## src/rtl/radconv_pkg.sv

```systemverilog
`timescale 1ns / 1ps
// ----------------------------------------------------------------------------
// radconv_pkg: shared types and constants of the radix converter
// Widths, digit counts, register indexes and the controller/datapath
// command and status words.
// ----------------------------------------------------------------------------
package radconv_pkg;

  localparam int SRC_W          = 63;  // width of the input number
  localparam int BASE_W         = 4;   // width of a radix register
  localparam int DIGIT_W        = 4;   // width of one digit
  localparam int BCD_DIGITS     = 19;  // decimal digits of a 63-bit number
  localparam int OUT_DIGITS     = 63;  // target digits held (radix 2 worst case)
  localparam int MAX_OUT_DIGITS = 64;
  localparam int DIGIT_CAP      = (MAX_OUT_DIGITS < OUT_DIGITS) ? MAX_OUT_DIGITS : OUT_DIGITS;
  localparam int CNT_W          = 6;   // step counter, counts up to 62
  localparam int CFG_IDX_W      = 1;

  localparam logic [CFG_IDX_W-1:0] REG_SOURCE_BASE = 1'd0;
  localparam logic [CFG_IDX_W-1:0] REG_TARGET_BASE = 1'd1;

  localparam logic [BASE_W-1:0] BASE_MIN = 4'd2;
  localparam logic [BASE_W-1:0] BASE_MAX = 4'd10;
  localparam logic [BASE_W-1:0] SOURCE_BASE_RESET = 4'd10;
  localparam logic [BASE_W-1:0] TARGET_BASE_RESET = 4'd2;

  typedef logic [DIGIT_W-1:0] digit_t;

  // Commands from the controller to the datapath.
  typedef struct packed {
    logic load;        // start a new word: clear working registers
    logic bcd_step;    // one binary-to-decimal shift
    logic horner_step; // fold one decimal digit into the value
    logic conv_step;   // shift one value bit into the target digits
    logic emit_step;   // examine and shift out the top target digit
    logic emit_error;  // send the error result
    logic final_pos;   // emit step is at the least significant digit
    logic high_pos;    // emit step is at a position beyond the digit cap
  } cmd_t;

  // Status from the datapath to the controller.
  typedef struct packed {
    logic bases_ok;    // both radix registers lie in 2..10
    logic digit_bad;   // current decimal digit is not below the source radix
    logic emit_abort;  // result needs more digits than the cap allows
  } status_t;

endpackage

```

## src/rtl/radconv_ctrl.sv

```systemverilog
`timescale 1ns / 1ps
// ----------------------------------------------------------------------------
// radconv_ctrl: sequencing controller of the radix converter
// Steps a word through decimal split, Horner evaluation, target radix
// conversion and digit emission, counting the steps of each phase.
// ----------------------------------------------------------------------------
module radconv_ctrl (
  input  logic               clk,
  input  logic               rst,
  input  logic               start,
  output logic               busy,
  input  radconv_pkg::status_t status,
  output radconv_pkg::cmd_t    cmd
);
  import radconv_pkg::*;

  localparam logic [2:0] ST_IDLE = 3'd0;
  localparam logic [2:0] ST_BCD  = 3'd1;
  localparam logic [2:0] ST_HORN = 3'd2;
  localparam logic [2:0] ST_CONV = 3'd3;
  localparam logic [2:0] ST_EMIT = 3'd4;

  logic [2:0]       state, state_next;
  logic [CNT_W-1:0] cnt, cnt_next;
  logic             cnt_zero;

  assign busy     = (state != ST_IDLE);
  assign cnt_zero = (cnt == '0);

  always_comb begin
    cmd        = '0;
    state_next = state;
    cnt_next   = cnt;
    unique case (state)
      ST_IDLE: begin
        if (start) begin
          if (status.bases_ok) begin
            cmd.load   = 1'b1;
            state_next = ST_BCD;
            cnt_next   = CNT_W'(SRC_W - 1);
          end else begin
            cmd.emit_error = 1'b1;
          end
        end
      end
      ST_BCD: begin
        cmd.bcd_step = 1'b1;
        if (cnt_zero) begin
          state_next = ST_HORN;
          cnt_next   = CNT_W'(BCD_DIGITS - 1);
        end else begin
          cnt_next = cnt - 1'b1;
        end
      end
      ST_HORN: begin
        if (status.digit_bad) begin
          cmd.emit_error = 1'b1;
          state_next     = ST_IDLE;
        end else begin
          cmd.horner_step = 1'b1;
          if (cnt_zero) begin
            state_next = ST_CONV;
            cnt_next   = CNT_W'(SRC_W - 1);
          end else begin
            cnt_next = cnt - 1'b1;
          end
        end
      end
      ST_CONV: begin
        cmd.conv_step = 1'b1;
        if (cnt_zero) begin
          state_next = ST_EMIT;
          cnt_next   = CNT_W'(OUT_DIGITS - 1);
        end else begin
          cnt_next = cnt - 1'b1;
        end
      end
      ST_EMIT: begin
        cmd.emit_step = 1'b1;
        cmd.final_pos = cnt_zero;
        cmd.high_pos  = ({1'b0, cnt} >= (CNT_W + 1)'(DIGIT_CAP));
        if (cnt_zero || status.emit_abort) begin
          state_next = ST_IDLE;
        end else begin
          cnt_next = cnt - 1'b1;
        end
      end
      default: begin
        state_next = ST_IDLE;
      end
    endcase
  end

  always_ff @(posedge clk) begin
    if (rst) begin
      state <= ST_IDLE;
      cnt   <= '0;
    end else begin
      state <= state_next;
      cnt   <= cnt_next;
    end
  end

endmodule

```

## src/rtl/radconv_dp.sv

```systemverilog
`timescale 1ns / 1ps
// ----------------------------------------------------------------------------
// radconv_dp: datapath of the radix converter
// Radix registers, binary-to-decimal shifter, Horner accumulator, target
// radix digit line with carry-chain doubling, and the result register.
// ----------------------------------------------------------------------------
module radconv_dp (
  input  logic                              clk,
  input  logic                              rst,
  input  logic                              cfg_we,
  input  logic [radconv_pkg::CFG_IDX_W-1:0] cfg_index,
  input  logic [radconv_pkg::BASE_W-1:0]    cfg_data,
  input  logic [radconv_pkg::SRC_W-1:0]     source_number,
  input  radconv_pkg::cmd_t                 cmd,
  output radconv_pkg::status_t              status,
  output logic                              strobe,
  output logic [radconv_pkg::DIGIT_W-1:0]   digit,
  output logic                              last,
  output logic                              failed
);
  import radconv_pkg::*;

  logic [BASE_W-1:0] source_base, target_base;
  logic [SRC_W-1:0]  shreg;
  logic [SRC_W-1:0]  acc;
  digit_t            bcd  [BCD_DIGITS];
  digit_t            tdig [OUT_DIGITS];
  logic              started;

  // Binary-to-decimal step: digits of five or more get three added first.
  digit_t bcd_adj  [BCD_DIGITS];
  digit_t bcd_next [BCD_DIGITS];

  always_comb begin
    for (int i = 0; i < BCD_DIGITS; i++) begin
      bcd_adj[i] = (bcd[i] >= 4'd5) ? (bcd[i] + 4'd3) : bcd[i];
    end
    bcd_next[0] = {bcd_adj[0][DIGIT_W-2:0], shreg[SRC_W-1]};
    for (int i = 1; i < BCD_DIGITS; i++) begin
      bcd_next[i] = {bcd_adj[i][DIGIT_W-2:0], bcd_adj[i-1][DIGIT_W-1]};
    end
  end

  // Horner step on the top decimal digit.
  digit_t                   dec_top;
  logic [SRC_W+BASE_W-1:0]  prod;

  assign dec_top = bcd[BCD_DIGITS-1];
  assign prod    = {{BASE_W{1'b0}}, acc} * {{SRC_W{1'b0}}, source_base};

  // Doubling of the target digit line plus one incoming bit. A digit
  // generates a carry when twice it reaches the radix, and propagates one
  // when twice it is one below the radix; the carries come out of one add.
  logic [OUT_DIGITS-1:0] gen, prop;
  logic [OUT_DIGITS:0]   csum, carry;
  logic [DIGIT_W:0]      tb_ext, tb_m1;
  digit_t                tdig_next [OUT_DIGITS];

  assign tb_ext = {1'b0, target_base};
  assign tb_m1  = tb_ext - 1'b1;

  always_comb begin
    for (int i = 0; i < OUT_DIGITS; i++) begin
      gen[i]  = ({tdig[i], 1'b0} >= tb_ext);
      prop[i] = ({tdig[i], 1'b0} == tb_m1);
    end
    csum  = {1'b0, gen | prop} + {1'b0, gen} + {{OUT_DIGITS{1'b0}}, acc[SRC_W-1]};
    carry = csum ^ {1'b0, gen | prop} ^ {1'b0, gen};
    for (int i = 0; i < OUT_DIGITS; i++) begin
      tdig_next[i] = DIGIT_W'({tdig[i], 1'b0} + {{DIGIT_W{1'b0}}, carry[i]}
                              - (carry[i+1] ? tb_ext : '0));
    end
  end

  // Emission of the top target digit.
  digit_t emit_top;
  logic   emit_show;

  assign emit_top  = tdig[OUT_DIGITS-1];
  assign emit_show = started || (emit_top != '0) || cmd.final_pos;

  assign status.bases_ok = (source_base >= BASE_MIN) && (source_base <= BASE_MAX) &&
                           (target_base >= BASE_MIN) && (target_base <= BASE_MAX);
  assign status.digit_bad  = (dec_top >= source_base);
  assign status.emit_abort = cmd.emit_step && emit_show && !started && cmd.high_pos;

  always_ff @(posedge clk) begin
    if (rst) begin
      source_base <= SOURCE_BASE_RESET;
      target_base <= TARGET_BASE_RESET;
    end else if (cfg_we) begin
      unique case (cfg_index)
        REG_SOURCE_BASE: source_base <= cfg_data;
        REG_TARGET_BASE: target_base <= cfg_data;
        default: ;
      endcase
    end
  end

  always_ff @(posedge clk) begin
    if (cmd.load) begin
      shreg <= source_number;
      acc   <= '0;
      for (int i = 0; i < BCD_DIGITS; i++) bcd[i] <= '0;
      for (int i = 0; i < OUT_DIGITS; i++) tdig[i] <= '0;
    end
    if (cmd.bcd_step) begin
      shreg <= {shreg[SRC_W-2:0], 1'b0};
      for (int i = 0; i < BCD_DIGITS; i++) bcd[i] <= bcd_next[i];
    end
    if (cmd.horner_step) begin
      acc    <= prod[SRC_W-1:0] + {{(SRC_W-DIGIT_W){1'b0}}, dec_top};
      bcd[0] <= '0;
      for (int i = 1; i < BCD_DIGITS; i++) bcd[i] <= bcd[i-1];
    end
    if (cmd.conv_step) begin
      acc <= {acc[SRC_W-2:0], 1'b0};
      for (int i = 0; i < OUT_DIGITS; i++) tdig[i] <= tdig_next[i];
    end
    if (cmd.emit_step) begin
      tdig[0] <= '0;
      for (int i = 1; i < OUT_DIGITS; i++) tdig[i] <= tdig[i-1];
    end
  end

  always_ff @(posedge clk) begin
    if (rst) begin
      started <= 1'b0;
      strobe  <= 1'b0;
    end else begin
      strobe <= 1'b0;
      if (cmd.load) begin
        started <= 1'b0;
      end
      if (cmd.emit_error || status.emit_abort) begin
        strobe <= 1'b1;
      end else if (cmd.emit_step && emit_show) begin
        strobe  <= 1'b1;
        started <= 1'b1;
      end
    end
  end

  always_ff @(posedge clk) begin
    if (cmd.emit_error || status.emit_abort) begin
      digit  <= '0;
      last   <= 1'b1;
      failed <= 1'b1;
    end else if (cmd.emit_step && emit_show) begin
      digit  <= emit_top;
      last   <= cmd.final_pos;
      failed <= 1'b0;
    end
  end

endmodule

```

## src/rtl/radix_converter.sv

```systemverilog
`timescale 1ns / 1ps
// ----------------------------------------------------------------------------
// radix_converter: base conversion between radices 2 and 10
// Reads the decimal digits of a number as digits in the source radix and
// emits the value's digits in the target radix, most significant first.
// ----------------------------------------------------------------------------
//
// Channel        Signals                                   Transfer
// -------------  ----------------------------------------  -------------------
// input word     start, busy, source_number                start && !busy
// result word    strobe, digit, last, failed               strobe (one cycle)
// configuration  cfg_we, cfg_index, cfg_data               cfg_we
//
// An accepted word runs through four phases, one step per cycle each:
// binary-to-decimal shifting, 19 Horner steps (one 63 x 4 multiply-add
// per step), shifting the value into the target digit line, and scanning
// that line from the top, with busy high throughout. Each result word is
// registered and appears in the cycle after its scan step. A digit not
// below the source radix ends the word at the Horner step that finds it;
// the error word appears in the next cycle, in which busy is low again.
// Invalid radices give the error word in the cycle after acceptance and
// busy never rises. Reset is synchronous and returns both radices to
// their defaults (10 and 2). The receiver cannot stall the results.
//
// The controller sequences the phases and counts their steps; the datapath
// holds the radix registers, the working shift lines and the result
// register, and reports radix and digit checks back as status.
// ----------------------------------------------------------------------------
module radix_converter (
  input  logic                              clk,
  input  logic                              rst,
  input  logic                              start,
  output logic                              busy,
  input  logic [radconv_pkg::SRC_W-1:0]     source_number,
  input  logic                              cfg_we,
  input  logic [radconv_pkg::CFG_IDX_W-1:0] cfg_index,
  input  logic [radconv_pkg::BASE_W-1:0]    cfg_data,
  output logic                              strobe,
  output logic [radconv_pkg::DIGIT_W-1:0]   digit,
  output logic                              last,
  output logic                              failed
);
  import radconv_pkg::*;

  cmd_t    cmd;
  status_t status;

  // Sequencer: turns the start request and the datapath status into one
  // command word per cycle.
  radconv_ctrl u_ctrl (
    .clk    (clk),
    .rst    (rst),
    .start  (start),
    .busy   (busy),
    .status (status),
    .cmd    (cmd)
  );

  // Datapath: configuration registers, conversion shift lines and the
  // registered result word.
  radconv_dp u_dp (
    .clk           (clk),
    .rst           (rst),
    .cfg_we        (cfg_we),
    .cfg_index     (cfg_index),
    .cfg_data      (cfg_data),
    .source_number (source_number),
    .cmd           (cmd),
    .status        (status),
    .strobe        (strobe),
    .digit         (digit),
    .last          (last),
    .failed        (failed)
  );

endmodule

```

## config.mk

```make
export PLATFORM = sky130hd
export DESIGN_NAME = radix_converter
export DESIGN_NICKNAME = d
export VERILOG_FILES = /design/src/rtl/radconv_pkg.sv /design/src/rtl/radconv_ctrl.sv /design/src/rtl/radconv_dp.sv /design/src/rtl/radix_converter.sv
export SDC_FILE = /design/constraint.sdc
export NUM_CORES = 2
export LEC_CHECK = 0
export BUFFER_PORTS_ARGS = -buffer_cell sky130_fd_sc_hd__buf_4
export CAP_MARGIN = 20
export CORE_ASPECT_RATIO = 0.7
export CORE_MARGIN = 2
export CORE_UTILIZATION = 45
export DETAILED_ROUTE_END_ITERATION = 10
export GPL_TIMING_DRIVEN = 0
export SLEW_MARGIN = 20
export SYNTH_ARGS = -nofsm -noshare
export SYNTH_HDL_FRONTEND = slang
export SYNTH_HIERARCHICAL = 1
export SYNTH_SLANG_ARGS = --single-unit
export TNS_END_PERCENT = 10
```

## constraint.sdc

```tcl
create_clock -name clk -period 9.1 [get_ports clk]
set_input_delay 0.91 -clock clk [delete_from_list [all_inputs] [get_ports clk]]
set_output_delay 0.91 -clock clk [all_outputs]
set_load 0.01 [all_outputs]
```

==> results.yml <==
logic_synthesis:
  syn_inst: 5376
  synth_edf_count: 452
  synthFlopType: "edfxtp_1"
  synth_area_leaders: "edfxtp_1 (28%), ha_1 (14%), fa_1 (7.5%)"
  yosys-top-cells-count: "nand2_1 (756), ha_1 (549), edfxtp_1 (452), o21ai_0 (386), inv_1 (358)"
  ys_warn_count: 6
  yosysTopAreaCell: "edfxtp_1"
  synth_area_um2: 49150
  ys_ff_latch: 479
  synth_top_area_frac: 0.2762
  syn_nets: 6181
  seq_area_frac_synth: 0.2872
  synth_cell_type_count: 127
  yosysMostFrequentCell: "nand2_1"
  avgSynthCellArea_um2: 9.142
  async_reset_ff_frac: 0
global_route:
  grt_pass1_vias: 39620
  track_usage: 0.2958
  grt_pass1_wl_um: 252900
  grt_start_max_net_pins: 52
  overflow: 0
  antenna_found_initial: 3
layout:
  drive_above_1_share: 0.06874
  multiInputGateArea_um2: 32560
  num-nets-final: 6331
  area_delta_synth_final_pct: 9.598
  seqCellArea_um2: 14110
  fin_area_um2: 53860
  fillCellCount: 10310
outcome:
  outcome: "finished, final reports clean"
timing:
  worst_clock_skew_ns: 0.04122
  slew_headroom: 0.1615
  post-route-period-util: 0.9816
  fmax_ghz: 0.1120
  finalHoldViolCount: 0
  drv_slew: 0
  period_minus_slack_ns: 8.932
  rsz0062_at_grt: "false"
  setup_viol: 0
  tns_ns: 0
  tightest_slew_ns: 1.258
flow_run:
  maxCapViolCount: 0
clock_tree:
  post_cts_buffers: 0
  htreeDepth: 2
  cts-root-buf: "clkbuf_16"
  clock_latency_ns: 0.69
  cts.sinks: 479
  cts_tree: "built"
  clockBufferDepth: 3
  numCtsBuffers: 56
  clk_pin_slew_worst_paths_ns: 0.06
die:
  die_h_um: 280.5
  num_rows: 101
  core_um2: 108400
  ioPinCount: 80
  die_w_um: 399.0
  start_util: 0.4533
  die_area_um2: 111900
placed_design:
  placed_cell_area_um2: 51940
  dp_hpwl_um: 124200
  gp_congestion: 0.9870
  io_buffers: 78
setup_path:
  cp.arrival_ns: 9.34
  cp.required_ns: 9.50
  end_kind: "flop"
  worst-path-buf-inv: 9
  crit_family: "compound AO/OA/AOI/OAI gates"
  crit_path_max_fanout: 11
  critPathMaxStageDelay_ns: 0.60
  timing_worst_setup_path_type: "reg2reg"
  start_kind: "flop"
  cp_slowest_cell: "clkdlybuf4s18_2"
pwr:
  p_per_area_nw_per_um2: 296.4
  leakage_nw: 22.36
  peakVddDrop_uv: 178.0
  finalPower_mw: 15.97
detailed_routing:
  drtIter0Drc: 4726
  wirelength_um: 167700
  viasPerCell: 6.005
  drc_errors: 0
  final_antenna_net_count: 0
  first_pass_iters: 6
  wl_per_cell_um: 23.91
  vias: 42130
min_path:
  hold_path_class: "reg2reg"
## layout by cell type, fill, tap and decap left out, types with 17 or more instances in the layout
cell type | netlist | routed
or3_1 | 34 | 31
a22oi_1 | 21 | 21
o211ai_1 | 21 | 21
nor3b_1 | 24 | 24
clkbuf_1 | 168 | 158
buf_2 | 17 | 21
nand2b_1 | 97 | 97
o21a_1 | 33 | 33
ha_1 | 549 | 549
and2_1 | 79 | 79
a21o_1 | 144 | 144
nor2b_1 | 48 | 48
xor2_1 | 140 | 140
nor2_1 | 314 | 312
edfxtp_1 | 452 | 452
and3_1 | 37 | 37
nand4_1 | 55 | 55
o21bai_1 | 21 | 21
fa_1 | 184 | 184
o32ai_1 | 17 | 17
or2_2 | 24 | 23
buf_4 | 15 | 94
clkbuf_2 | 0 | 19
nor3_1 | 85 | 85
o21ai_0 | 386 | 385
buf_6 | 22 | 23
clkbuf_16 | 0 | 56
a21oi_1 | 316 | 316
a22o_1 | 114 | 114
o31ai_1 | 54 | 53
xnor3_1 | 33 | 33
nand2_1 | 756 | 756
nor4_1 | 23 | 22
o22ai_1 | 17 | 17
dfxtp_1 | 27 | 27
inv_1 | 358 | 357
a211oi_1 | 32 | 32
xnor2_1 | 284 | 283
nand3_1 | 78 | 77
## routing by layer
metal  wire (µm)  GRT usage
met5           0          0
met4        4842    0.07779
met3       16460    0.06022
met2       67590     0.4169
met1       78830     0.4536
## report_power, final
part           internal [mW]  total (mW)  leakage, nW  switching [mW]
registers               3.56        4.56         4.67           0.993
logic                   3.71        9.01         16.8            5.30
clock network           1.32        2.40        0.902            1.08
total                   8.59        16.0         22.4            7.37
## worst reg2reg max path: cells and delay by family (launching register included)
kind | cells | cell delay, ns
compound gates | 11 | 3.10
xor+xnor | 1 | 0.34
fa+ha+maj | 2 | 0.59
buf+inv | 9 | 3.03
flops | 1 | 0.31
simple gates | 6 | 1.27
## per-stage QoR
step,utilization,hold WS (ns),std cells,setup WS [ns]
6_report,0.4968,0.4587,7015,0.1679
5_1_grt,0.4968,0.4711,7014,0.05336
4_1_cts,0.4965,0.4600,7014,0.1578
3_5_place_dp,0.4791,0.4512,6910,-1.023
3_3_place_gp,0.4753,0.4540,6896,-2.561
2_1_floorplan,-,0.4608,5376,2.192
## state kept, by name (all words and copies together), names as in the netlist
signal	count
u_dp/tdig	252
u_dp/bcd	76
u_dp/acc	63
u_dp/shreg	63
u_ctrl/cnt	6
u_dp/digit	4
u_dp/source_base	4
u_dp/target_base	4
u_ctrl/state	3
u_dp/failed	1
u_dp/last	1
u_dp/started	1
u_dp/strobe	1
## layout make-up
class | instances | share of cell area
diodes | 1 | 0.00004646
flip-flops and latches | 479 | 0.2620
repair buffers | 92 | 0.01703
inverters | 363 | 0.02534
clock buffers | 73 | 0.02813
clock inverters | 31 | 0.006736
multi-input cells | 4290 | 0.6044
plain buffers | 244 | 0.02281
well taps | 1442 | 0.03350
## cell families (layout without fill, tap and decap cells)
family                     after synthesis  in the layout  synth area share
and+or+nand+nor                       1745           1745            0.1713
AOI/OAI and AO/OA                     1342           1342            0.1792
adders and majority gates              733            733            0.2147
buffers and inverters                  607            803           0.05186
DFF                                    479            479            0.2872
xor gates and xnor gates               466            466           0.09496
muxes                                    4              4         0.0008147
other                                    0              1                 0
## path summary, 6_finish.rpt
| check | start | to | slack, ns | depth (start not counted) |
|---|---|---|---|---|
| max | u_dp/target_base[0]$_SDFFE_PP0P_ | u_dp/tdig[1][71]$_DFFE_PP_ | 0.17 | 29 |
| max reg2reg | u_dp/target_base[0]$_SDFFE_PP0P_ | u_dp/tdig[1][71]$_DFFE_PP_ | 0.17 | 29 |
| min reg2reg | u_dp/digit[1]$_SDFFE_PP0P_ | u_dp/digit[1]$_SDFFE_PP0P_ | 0.46 | 2 |
| min | u_dp/digit[1]$_SDFFE_PP0P_ | u_dp/digit[1]$_SDFFE_PP0P_ | 0.46 | 2 |
## what timing repair did
action,in CTS,in global routing
endpoints found under the hold margin,0,0
resized for setup,5,7
endpoints found under the setup margin,114,5
hold buffers,0,0
Power figures use the tool's default switching activity.
